<file path="config.mk">
export PLATFORM = sky130hd
export DESIGN_NAME = peer_id_string_parser_top_flat
export DESIGN_NICKNAME = d
export VERILOG_FILES = /design/src/rtl/pidp_pkg.sv /design/src/rtl/pidp_stream_if.sv /design/src/rtl/pidp_step.sv /design/src/rtl/peer_id_string_parser_top.sv /design/src/flat_wrapper.sv
export SDC_FILE = /design/constraint.sdc
export NUM_CORES = 1
export LEC_CHECK = 0
export BUFFER_PORTS_ARGS = -buffer_cell sky130_fd_sc_hd__buf_2
export CAP_MARGIN = 15
export CORE_MARGIN = 2
export CORE_UTILIZATION = 40
export CTS_CLUSTER_DIAMETER = 80
export DETAILED_ROUTE_END_ITERATION = 10
export PLACE_DENSITY = 0.59
export SETUP_SLACK_MARGIN = 0.1
export SYNTH_ARGS = -nofsm -noshare
export SYNTH_HDL_FRONTEND = slang
export SYNTH_SLANG_ARGS = --single-unit
</file>
<file path="constraint.sdc">
create_clock -name clk -period 4.4 [get_ports clk]
set_input_delay 0.66 -clock clk [delete_from_list [all_inputs] [get_ports clk]]
set_output_delay 0.66 -clock clk [all_outputs]
set_load 0.01 [all_outputs]
</file>
<file path="src/rtl/pidp_pkg.sv">
// ----------------------------------------------------------------------------
// pidp_pkg: shared types and constants for the peer identifier parser
// Holds the phase encoding, character constants and the item structs that
// travel on the input and result channels.
// ----------------------------------------------------------------------------
package pidp_pkg;

	// Character codes recognized by the parser.
	localparam logic [7:0] CHAR_I     = 8'h69;
	localparam logic [7:0] CHAR_P     = 8'h70;
	localparam logic [7:0] CHAR_SLASH = 8'h2F;
	localparam logic [7:0] CHAR_ZERO  = 8'h30;
	localparam logic [7:0] CHAR_NINE  = 8'h39;

	// Largest port number that is accepted.
	localparam logic [15:0] PORT_MAX = 16'hFFFF;

	// Parse phase.
	typedef enum logic [2:0] {
		PH_P1     = 3'd0,
		PH_P2     = 3'd1,
		PH_P3     = 3'd2,
		PH_AFIRST = 3'd3,
		PH_AREST  = 3'd4,
		PH_PFIRST = 3'd5,
		PH_PREST  = 3'd6
	} phase_t;

	// Parser state carried from one character to the next.
	typedef struct packed {
		phase_t      phase;
		logic        failed;
		logic [15:0] port_accum;
	} parse_state_t;

	// One input item: a character and its end-of-identifier mark.
	typedef struct packed {
		logic [7:0] char_in;
		logic       is_last;
	} char_item_t;

	// One result item.
	typedef struct packed {
		logic        address_valid;
		logic [7:0]  address_char;
		logic        finished;
		logic        accepted;
		logic [15:0] port_value;
	} result_item_t;

endpackage

</file>
<file path="src/rtl/pidp_stream_if.sv">
// ----------------------------------------------------------------------------
// pidp_stream_if: valid/ready channel
// Carries one item of the given payload type per handshake.
// ----------------------------------------------------------------------------
interface pidp_stream_if #(
	parameter type payload_t = logic
);
	logic     valid;
	logic     ready;
	payload_t payload;

	modport source (output valid, output payload, input ready);
	modport sink   (input valid, input payload, output ready);
endinterface

</file>
<file path="src/rtl/pidp_step.sv">
// ----------------------------------------------------------------------------
// pidp_step: one parse step
// Given the current parser state and one character, computes the next state
// and the result item for that character.
// ----------------------------------------------------------------------------
module pidp_step
	import pidp_pkg::*;
(
	input  parse_state_t state,
	input  logic [7:0]   char_in,
	input  logic         is_last,
	output parse_state_t next_state,
	output result_item_t result
);

	logic        is_digit;
	logic [3:0]  digit;
	logic [19:0] port_next;
	logic        addr_ok;
	logic        acc;
	parse_state_t upd;

	// Digit decode and the times-ten accumulate as two shifts and two adds.
	assign is_digit  = (char_in >= CHAR_ZERO) && (char_in <= CHAR_NINE);
	assign digit     = 4'(char_in - CHAR_ZERO);
	assign port_next = ({4'd0, state.port_accum} << 3) + ({4'd0, state.port_accum} << 1)
		+ {16'd0, digit};

	// Phase transitions; errors latch the failed flag and freeze the phase.
	always_comb begin
		upd     = state;
		addr_ok = 1'b0;
		if (!state.failed) begin
			unique case (state.phase)
				PH_P1: begin
					if (char_in == CHAR_I) upd.phase = PH_P2;
					else upd.failed = 1'b1;
				end
				PH_P2: begin
					if (char_in == CHAR_P) upd.phase = PH_P3;
					else upd.failed = 1'b1;
				end
				PH_P3: begin
					if (char_in == CHAR_SLASH) upd.phase = PH_AFIRST;
					else upd.failed = 1'b1;
				end
				PH_AFIRST: begin
					if (char_in == CHAR_SLASH) begin
						upd.failed = 1'b1;
					end else begin
						addr_ok   = 1'b1;
						upd.phase = PH_AREST;
					end
				end
				PH_AREST: begin
					if (char_in == CHAR_SLASH) upd.phase = PH_PFIRST;
					else addr_ok = 1'b1;
				end
				PH_PFIRST: begin
					if (is_digit) begin
						upd.port_accum = {12'd0, digit};
						upd.phase      = PH_PREST;
					end else begin
						upd.failed = 1'b1;
					end
				end
				PH_PREST: begin
					if (is_digit && (port_next <= {4'd0, PORT_MAX}))
						upd.port_accum = port_next[15:0];
					else
						upd.failed = 1'b1;
				end
				default: upd.failed = 1'b1;
			endcase
		end
	end

	// Verdict on the last character, which also returns the parser to start.
	assign acc = is_last && !upd.failed && (upd.phase == PH_PREST);

	always_comb begin
		result.address_valid = addr_ok;
		result.address_char  = addr_ok ? char_in : 8'd0;
		result.finished      = is_last;
		result.accepted      = acc;
		result.port_value    = acc ? upd.port_accum : 16'd0;
		if (is_last) begin
			next_state.phase      = PH_P1;
			next_state.failed     = 1'b0;
			next_state.port_accum = 16'd0;
		end else begin
			next_state = upd;
		end
	end

endmodule

</file>
<file path="src/rtl/peer_id_string_parser_top.sv">
// ----------------------------------------------------------------------------
// peer_id_string_parser_top: peer identifier parser
// Checks character streams of the form "ip/<address>/<port>", passes the
// address characters out and reports the verdict and port on the last one.
//
//   Channel   Dir  Payload                                          Per item
//   chars     in   char_in[7:0], is_last                            1 char
//   results   out  address_valid, address_char[7:0], finished,      1 result
//                  accepted, port_value[15:0]
//
// An item is registered at the input, parsed by the step logic and held in the
// result register; one item per cycle is sustained while results.ready stays high.
// The parser state register closes the only loop, one step per cycle while stage 1 advances.
// Reset clears the parser to the start of an identifier and empties both stages.
// A stalled result holds the input stage, which backs up to chars.ready.
// ----------------------------------------------------------------------------
module peer_id_string_parser_top
	import pidp_pkg::*;
(
	input  logic                 clk,
	input  logic                 arst_n,
	pidp_stream_if.sink          chars,
	pidp_stream_if.source        results
);

	logic         valid_s1;
	logic [7:0]   char_s1;
	logic         last_s1;
	parse_state_t state_q;
	parse_state_t state_next;
	result_item_t step_res;
	logic         out_valid_q;
	result_item_t out_q;
	logic         advance;

	// Stage 1 moves on when the result register is empty or being drained.
	assign advance     = valid_s1 && (!out_valid_q || results.ready);
	assign chars.ready = !valid_s1 || advance;

	// Input register.
	always_ff @(posedge clk or negedge arst_n) begin
		if (!arst_n) begin
			valid_s1 <= 1'b0;
		end else if (chars.ready) begin
			valid_s1 <= chars.valid;
		end
	end

	always_ff @(posedge clk) begin
		if (chars.ready && chars.valid) begin
			char_s1 <= chars.payload.char_in;
			last_s1 <= chars.payload.is_last;
		end
	end

	// Parse step.
	pidp_step u_step (
		.state      (state_q),
		.char_in    (char_s1),
		.is_last    (last_s1),
		.next_state (state_next),
		.result     (step_res)
	);

	// Parser state.
	always_ff @(posedge clk or negedge arst_n) begin
		if (!arst_n) begin
			state_q.phase      <= PH_P1;
			state_q.failed     <= 1'b0;
			state_q.port_accum <= 16'd0;
		end else if (advance) begin
			state_q <= state_next;
		end
	end

	// Result register.
	always_ff @(posedge clk or negedge arst_n) begin
		if (!arst_n) begin
			out_valid_q <= 1'b0;
		end else if (advance) begin
			out_valid_q <= 1'b1;
		end else if (results.ready) begin
			out_valid_q <= 1'b0;
		end
	end

	always_ff @(posedge clk) begin
		if (advance) begin
			out_q <= step_res;
		end
	end

	assign results.valid   = out_valid_q;
	assign results.payload = out_q;

	// The last character always returns the parser to its start state.
	a_last_resets: assert property (@(posedge clk) disable iff (!arst_n)
		advance && last_s1 |=> state_q.phase == PH_P1 && !state_q.failed
			&& state_q.port_accum == 16'd0)
		else $error("parser state not cleared after last character");

	// Once an error is seen, no address characters are passed out.
	a_no_addr_after_fail: assert property (@(posedge clk) disable iff (!arst_n)
		advance && state_q.failed |-> !step_res.address_valid && !step_res.accepted)
		else $error("output after error in identifier");

	// A held input stage keeps its character until it advances.
	a_s1_holds: assert property (@(posedge clk) disable iff (!arst_n)
		valid_s1 && !advance |=> valid_s1 && $stable(char_s1) && $stable(last_s1))
		else $error("input stage changed while stalled");

	// A verdict appears only on the result for the last character.
	a_accept_final: assert property (@(posedge clk) disable iff (!arst_n)
		out_valid_q && out_q.accepted |-> out_q.finished && !out_q.address_valid)
		else $error("accepted result not marked finished");

endmodule

</file>
<file path="src/flat_wrapper.sv">
// flat-port wrapper written by rule: the top's interface ports become plain ports
module peer_id_string_parser_top_flat import pidp_pkg::*;
  (clk, arst_n, chars_valid, chars_payload, chars_ready, results_valid, results_payload, results_ready);
  pidp_stream_if #(.payload_t(char_item_t)) chars_i ();
  pidp_stream_if #(.payload_t(result_item_t)) results_i ();
  input  logic clk;
  input  logic arst_n;
  input wire logic [$bits(chars_i.valid)-1:0] chars_valid;
  input wire logic [$bits(chars_i.payload)-1:0] chars_payload;
  output wire logic [$bits(chars_i.ready)-1:0] chars_ready;
  output wire logic [$bits(results_i.valid)-1:0] results_valid;
  output wire logic [$bits(results_i.payload)-1:0] results_payload;
  input wire logic [$bits(results_i.ready)-1:0] results_ready;
  assign chars_i.valid = chars_valid;
  assign chars_i.payload = chars_payload;
  assign chars_ready = chars_i.ready;
  assign results_valid = results_i.valid;
  assign results_payload = results_i.payload;
  assign results_i.ready = results_ready;
  peer_id_string_parser_top u_core (.clk(clk), .arst_n(arst_n), .chars(chars_i), .results(results_i));
endmodule
</file>
---- Word level (Yosys, flattened, before mapping) ----
Index checks and enable logic that the tools add are counted.
operators by class
  $add $sub $neg .......................... 3
  magnitude comparators ................... 3
  eq/ne operators ......................... 10
  mux-type cells .......................... 23
  reductions and logical operators ........ 14
operators with widths
  kind                    number
  $mux W20                2
  $mux W16                2
  $pmux W16 S2            1
  $add A19 B17 Y20        1
  $add A20 B4 Y20         1
  $le A20 B16 Y1 const B  1
  $mux W3                 6
  $pmux W3 S6             1
  $eq A8 B7 Y1 const B    2
  $eq A3 B3 Y1 const B    4
  $mux W1                 10
  $eq A8 B6 Y1 const B    1
  $ge A8 B6 Y1 const B    1
  $le A8 B6 Y1 const B    1
  $pmux W1 S7             1
  $eq A3 B2 Y1 const B    2
  $logic_and A1 B1 Y1     6
  $sub A4 B1 Y4 const B   1
  $eq A3 B1 Y1 const B    1
  $logic_not A1 Y1        3
  $logic_not A3 Y1        1
  $logic_or A1 B1 Y1      2
  $reduce_bool A2 Y1      1
  $reduce_or A2 Y1        1
word-level totals
  bits in registers ....................... 58
  bits of input ports ..................... 13
  output and inout port bits .............. 29
  word-level logic and storage cells ...... 65

---- Logic depth before layout (Yosys ltp) ----
Gate-level depths: netlist of the first run.
  depth after elaboration ................. 10
  mapped depth ............................ 13
  depth with buffers taken out ............ 12

---- Modules after synthesis ----
Synthesis of the first run repeated with hierarchy kept, for this count alone.
unflattened totals
  cells, all modules ...................... 359
  area, all modules ....................... 3923.8 sq um
modules (own cells, without submodules)
  module                     instances  cells an instance  area an instance (sq um)  sequential area each (sq um)
  peer_id_string_parser_top  1          87                 2005.7                    1631.6
  pidp_step                  1          272                1918.1                    0.0

---- Worst setup path after synthesis of the first run ----
OpenSTA, ideal clock, no wires.
  path type ............................... register to register
  from .................................... register u_core.state_q[0] (netlist name)
  to ...................................... register u_core.out_q (netlist bit u_core.results.payload[10]), data pin
  setup time .............................. 140 ps
  data arrival time ....................... 3302 ps
  required time ........................... 4260 ps
  path slack .............................. 958 ps
  stages on the path, launching flop included .. 14
  path buffers ............................ 1
  clock period less this slack ............ 3442 ps
  path through ............................ dfrtp_1 > inv_1 > fa_1 > inv_1 > fa_1 > a211oi_2 > o211ai_1 > and4b_1 > or3_1 > and2_4 > nor4b_4 > o211ai_4 > buf_6 > a21oi_2
between the ends
  longest elaborated chain between the ends .. 10
  elaborated cells between the ends (all ways) .. 12
  those cells by class .................... add/sub (2); order compare (1); mux (5); reduce/logical (4)
RTL lines
  item                              RTL line                         RTL
  from (decl)                       peer_id_string_parser_top.sv:29  parse_state_t state_q;
  from (signal assigned)            peer_id_string_parser_top.sv:72  state_q <= state_next;
  $add A19 B17 Y20 (*)              pidp_step.sv:26                  assign port_next = ({4'd0, state.port_accum} << 3) + ({4'd0, state.port_accum} << 1)
  $add A20 B4 Y20 (*)               pidp_step.sv:27                  + {16'd0, digit};
  $le A20 B16 Y1                    pidp_step.sv:68                  if (is_digit && (port_next <= {4'd0, PORT_MAX}))
  $logic_and A1 B1 Y1               pidp_step.sv:68
  $mux W1                           pidp_step.sv:68
  $pmux W1 S7                       pidp_step.sv:34                  unique case (state.phase)
  $mux W20 (*)                      pidp_step.sv:33                  if (!state.failed) begin
  $logic_not A1 Y1                  pidp_step.sv:79                  assign acc = is_last && !upd.failed && (upd.phase == PH_PREST);
  $logic_and A1 B1 Y1 (2 in a row)  pidp_step.sv:79
  to (signal assigned)              peer_id_string_parser_top.sv:89  out_q <= step_res;
  to (decl)                         peer_id_string_parser_top.sv:33  result_item_t out_q;
Mark *: on every way between the ends. The rest lies on a longest branch, timed or not.
A chain may end at the register's enable or synchronous reset.

---- Worst setup path in the final report of the first run ----
  from .................................... register u_core.char_s1[3]
  to ...................................... register u_core.state_q[3] (netlist name)
between the ends
  longest elaborated chain between the ends .. 8
  elaborated cells between the ends (all ways) .. 12
  those cells by class .................... add/sub (2); order compare (3); mux (5); reduce/logical (2)
RTL lines
  item                    RTL line                         RTL
  from (decl)             peer_id_string_parser_top.sv:27  logic [7:0] char_s1;
  from (signal assigned)  peer_id_string_parser_top.sv:51  char_s1 <= chars.payload.char_in;
  $sub A4 B1 Y4           pidp_step.sv:25                  assign digit = 4'(char_in - CHAR_ZERO);
  $add A20 B4 Y20         pidp_step.sv:27
  $le A20 B16 Y1          pidp_step.sv:68
  $logic_and A1 B1 Y1     pidp_step.sv:68
  $mux W16                pidp_step.sv:68
  $pmux W16 S2 (*)        pidp_step.sv:34
  $mux W20 (*)            pidp_step.sv:33
  $mux W20 (*)            pidp_step.sv:87                  if (is_last) begin
Marked as above.

==> results of run 1 <==
worst max-delay path: stages, from the launching register on:
cell and delay (ns):
edfxtp_1 0.43, inv_1 0.11, fa_1 0.49, inv_1 0.07, fa_1 0.49, a211oi_2 0.27, o211ai_1 0.14, and4b_1 0.24
or3_1 0.37, a2111oi_1 0.53, a21oi_1 0.28, a21o_1 0.28, o2bb2ai_1 0.13
state kept, by name (all words and copies together), names as in the netlist:
name                    count
u_core.char_s1              8
u_core.state_q             20
u_core.valid_s1             1
u_core.results.payload     27
u_core.last_s1              1
u_core.results.valid        1
metal layers:
layer | vias to the layer above | wire length [µm] | GRT usage
met5 | - | 0 | 0
met4 | 0 | 129 | 0.0624
met3 | 11 | 460 | 0.0359
met2 | 88 | 4090 | 0.270
met1 | 1469 | 4520 | 0.285
li1 | 1503 | - | -
per-stage QoR:
stage | area [µm²] | util
2_1_floorplan | 3820 | -
3_3_place_gp | 4140 | 0.448
3_5_place_dp | 4140 | 0.448
4_1_cts | 4290 | 0.465
5_1_grt | 4300 | 0.465
6_report | 4300 | 0.465
power by group through the flow:
stage / Sequential, mW / Combinational, mW / Clock, mW
6_report: 0.638 / 0.150 / 0.419
5_1_grt: 0.643 / 0.167 / 0.452
4_1_cts: 0.638 / 0.152 / 0.428
3_5_place_dp: 0.650 / 0.152 / 0
3_3_place_gp: 0.649 / 0.149 / 0
2_1_floorplan: 0.647 / 0.0953 / 0
cells in the final DEF (no fill, tap or decap), drive strengths merged, types with 5 or more instances in the layout:
master and n:
ha 31, buf 43, inv 10, a21oi 45, nand2b 6, or2 5, o21ai 20, a211oi 6
o211ai 5, nor2b 5, nand2 38, a21o 5, dfrtp 22, xor2 5, nor2 22, xnor2 5
o2bb2ai 11, edfxtp 36, nor3 8, and2 9, nand3 16, clkbuf 9
logic make-up (layout without fill, tap and decap cells):
family / after synthesis / after routing / synth area share
AND/OR/NAND/NOR: 127 / 127 / 0.177
multiplexers: 3 / 3 / 0.00917
flip-flops: 58 / 58 / 0.427
buffers and inverters: 21 / 68 / 0.0269
XOR/XNOR: 10 / 10 / 0.0229
adder cells (fa/ha/maj): 33 / 33 / 0.112
AO/OA/AOI/OAI: 120 / 120 / 0.225
worst paths after layout:
kind,startpoint,end,slack (ns),cells after the start
max,u_core.char_s1[3],u_core.state_q[3],0.42,12
min,arst_n,u_core.state_q[16],0.32,1
max reg2reg,u_core.char_s1[3],u_core.state_q[3],0.42,12
min reg2reg,u_core.valid_s1,u_core.results.valid,0.50,1
max in group asynchronous,arst_n,u_core.state_q[15],3.68,1
min in group clk,chars_payload[7],u_core.char_s1[6],0.49,1
cell type report:
cell class                 count  share of cell area
clock buffer                   9              0.0288
clock inverter                 6             0.00816
inverter                      10             0.00874
multi-input combinational    293               0.486
sequential                    58               0.380
tap                          129              0.0376
timing repair buffer          43              0.0513
repair_timing:
item                       CTS  global route
gates resized for setup      0             1
hold endpoints to repair     0             0
setup endpoints to repair    0             2
==> flow_metrics.tcl, run 1 <==
set metrics [dict create \
    fill_cells 895 \
    synth_cell_type_count 66 \
    finClkSkew_ns 0.0118 \
    setup_viol 0 \
    pin_count 42 \
    ys_top_cells_by_area "edfxtp_1 28%, dfrtp_1 14%, ha_1 10%" \
    dp_cells 533 \
    cts-root-buf "clkbuf_8" \
    synth_area_per_cell_um2 10.3 \
    finalMaxSlewViolations 0 \
    drive_gt1_frac 0.200 \
    critPathCaptureType "flop" \
    rsz0062_at_grt "false" \
    nNetsFinal 461 \
    mappedNetlistArea_um2 3820 \
    yosysWarnings 0 \
    tns_ns 0 \
    cts.sinks 58 \
    crit_arrival_ns 4.18 \
    ff_latch_area_um2 1630 \
    p_leak_nw 1.76 \
    syn_inst 372 \
    postRouteWirelength_um 9200 \
    synthArstFlopShare 0.379 \
    synth_top_area_frac 0.283 \
    clock.fmax_ghz 0.251 \
    hold_path.class "primary input to async pin" \
    critical_path_class "flop to flop" \
    cts_hold_buf 0 \
    grt_overflow_total 0 \
    p_switching_mw 0.341 \
    ir_drop_mv 0.0996 \
    die_area_um2 10300 \
    power_frac_comb 0.124 \
    grt_max_degree 34 \
    via_per_inst 5.60 \
    swShare 0.283 \
    path_clk_slew_ns 0.07 \
    synth-edff-count 36 \
    fin_cells 548 \
    die_x_um 102 \
    dr.pass1.iters 5 \
    postCtsSetupBuffers 0 \
    h-tree-depth 3 \
    grt_first_pass_wirelength_um 15000 \
    first_global_vias 2874 \
    finalCritPeriodShare 0.904 \
    fp.dieH_um 102 \
    core_um2 9240 \
    drc 0 \
    synth_nets 418 \
    num_vias 3071 \
    placement.io_buffers 41 \
    power_density_nw_per_um2 281 \
    cp.required_ns 4.60 \
    cts_buffer_depth 2 \
    place.gp.congestion 0.873 \
    yosysMostFrequentCell "nand2_1" \
    clkLatencyLatePin_ns 0.34 \
    finalHoldViolations 0 \
    period_minus_slack_ns 3.98 \
    grt_antenna_before_repair 0 \
    max_cap_viol_count 0 \
    fp-row-count 35 \
    intPower_mw 0.866 \
    first_iter_violations 221 \
    synth_seq_area_share 0.427 \
    cp_max_fo 5 \
    synth_ff_type "edfxtp_1" \
    diodes 0 \
    outcome "finished, final reports clean" \
    dpl_worst_slack_ns 0.342 \
    start_util 0.413 \
    yosys.area.top_type "edfxtp_1" \
    relSlewSlack 0.536 \
    ant_nets 0 \
    fin_ws_ns 0.422 \
    critPathLaunchType "flop" \
    cts_tree "built" \
    area_growth_pct 12.5 \
    power_frac_clock 0.347 \
    wl_per_cell_um 16.8 \
    synth-seq-cells 58 \
    total_power_mw 1.21 \
    worst_pin_slew_ns 0.693 \
    multi_input_area_um2 2090 \
    post-dp-hpwl_um 6800 \
    holdWs_ns 0.322 \
    synth_common_cells "38 x nand2_1, 36 x edfxtp_1, 35 x a21oi_1" \
    seq_power_share 0.529 \
    grtUsageTotal 0.189 \
    cts_buffers 9 \
]
Note: power is estimated with default switching activity, not from simulation.
==> inputs of run 2 (changes only) <==
--- a/config.mk
+++ b/config.mk
@@ -7,12 +7,13 @@
 export LEC_CHECK = 0
 export BUFFER_PORTS_ARGS = -buffer_cell sky130_fd_sc_hd__buf_2
 export CAP_MARGIN = 15
-export CORE_MARGIN = 2
+export CORE_MARGIN = 3
 export CORE_UTILIZATION = 40
 export CTS_CLUSTER_DIAMETER = 80
 export DETAILED_ROUTE_END_ITERATION = 10
 export PLACE_DENSITY = 0.59
 export SETUP_SLACK_MARGIN = 0.1
+export SKIP_LAST_GASP = 1
 export SYNTH_ARGS = -nofsm -noshare
 export SYNTH_HDL_FRONTEND = slang
 export SYNTH_SLANG_ARGS = --single-unit
==> flow_metrics.tcl, run 2 (same netlist as run 1, synthesis figures left out) <==
set metrics [dict create \
    setup_viol 0 \
    post-dp-hpwl_um 6800 \
    fp.dieH_um 104 \
    num_vias 3056 \
    area_growth_pct 14.0 \
    postCtsSetupBuffers 0 \
    power_density_nw_per_um2 305 \
    clock.fmax_ghz 0.245 \
    outcome "finished, final reports clean" \
    holdWs_ns 0.320 \
    drc 0 \
    cp.required_ns 4.43 \
    clkLatencyLatePin_ns 0.33 \
    p_leak_nw 1.79 \
    finalHoldViolations 0 \
    fin_ws_ns 0.312 \
    critPathCaptureType "flop" \
    first_iter_violations 254 \
    relSlewSlack 0.516 \
    worst_path_max_delay_cell "a2111oi_0" \
    cp_cell_sequence "inv_1, fa_1, inv_1, fa_1, a211oi_2, o211ai_1, and4b_1, or3_1, a2111oi_0, a21oi_1, nand2_1, a21oi_1" \
    cts.sinks 58 \
    cts_resized 0 \
    h-tree-depth 3 \
    die_area_um2 10800 \
    pin_count 42 \
    ant_nets 0 \
    via_per_inst 5.56 \
    finalCritPeriodShare 0.929 \
    critical_path.startpoint "u_core.state_q[0]" \
    dpl_worst_slack_ns 0.342 \
    ir_drop_mv 0.169 \
    first_global_vias 2958 \
    postRouteWirelength_um 9040 \
    critical_path_class "flop to flop" \
    stdcell_area_um2 4350 \
    critPathLaunchType "flop" \
    fp-row-count 35 \
    max_stage_delay_ns 0.60 \
    placed_area_um2 4140 \
    final_common_cell "buf_2" \
    nNetsFinal 462 \
    grt_antenna_before_repair 0 \
    total_power_mw 1.33 \
    cp_max_fo 5 \
    hold_path.class "primary input to async pin" \
    period_minus_slack_ns 4.09 \
    cts_tree "built" \
    finClkSkew_ns 0.00799 \
    core_um2 9240 \
    dr.pass1.iters 4 \
    place.gp.congestion 0.853 \
    tns_ns 0 \
    crit_arrival_ns 4.12 \
    cts_buffer_depth 2 \
    path_clk_slew_ns 0.07 \
    finalMaxSlewViolations 0 \
    max_cap_viol_count 0 \
    diodes 0 \
    die_x_um 104 \
    drive_gt1_frac 0.197 \
    start_util 0.413 \
    placement.io_buffers 41 \
    layout_common_cells "41 x buf_2, 38 x nand2_1, 36 x edfxtp_1, 35 x a21oi_1, 31 x ha_1" \
    cts_hold_buf 0 \
    worst_pin_slew_ns 0.720 \
    wl_per_cell_um 16.4 \
    grt_overflow_total 0 \
    grt_max_degree 33 \
    grtUsageTotal 0.174 \
    rsz0062_at_grt "false" \
    regToRegStartpoint "u_core.state_q[0]" \
    cts_buffers 9 \
    grt_first_pass_wirelength_um 15200 \
    cts-root-buf "clkbuf_8" \
    largest_register_ffs 27 \
]
## run 2: path summary, 6_finish.rpt
kind | endpoint | slack [ns] | cells past startpoint
min reg2reg | u_core.results.valid | 0.50 | 1
min in group clk | u_core.char_s1[7] | 0.50 | 1
min | u_core.state_q[0] | 0.32 | 1
max reg2reg | u_core.results.payload[0] | 0.31 | 12
max | u_core.results.payload[0] | 0.31 | 12
max in group asynchronous | u_core.state_q[8] | 3.70 | 1
## run 2: where the power goes
| group | total, mW | leakage [nW] | switching, mW | internal (mW) |
|---|---|---|---|---|
| Combinational | 0.154 | 1.03 | 0.0953 | 0.0591 |
| Sequential | 0.638 | 0.654 | 0.0260 | 0.612 |
| Clock | 0.534 | 0.105 | 0.219 | 0.315 |
## run 2: area by class of cell
cell class	count	area, µm²
Sequential cell	58	1630
Multi-Input combinational cell	293	2080
Fill cell	886	4890
Tap cell	129	161
Timing Repair Buffer	44	228
Clock inverter	6	81.3
Inverter	10	37.5
Clock buffer	10	128
## run 2: stage by stage
stage / instances / utilization
after floorplan: 372 / -
after global placement: 534 / 0.448
after detailed placement: 534 / 0.448
after CTS: 550 / 0.471
after global routing: 550 / 0.471
final: 550 / 0.471
## run 2: critical path, delay by kind of cell, from the launching register on
family	cells	cell delay, ns
fa+ha+maj	2	1.03
buf+inv	2	0.16
flops	1	0.40
compound gates	5	1.43
simple gates	3	0.76
## run 2: routing by layer
layer | global-route usage | part of all wire | wire (µm)
met3 | 0.0312 | 0.054 | 491
met5 | 0 | 0 | 0
met4 | 0.0475 | 0.012 | 104
met2 | 0.266 | 0.45 | 4040
met1 | 0.255 | 0.49 | 4400
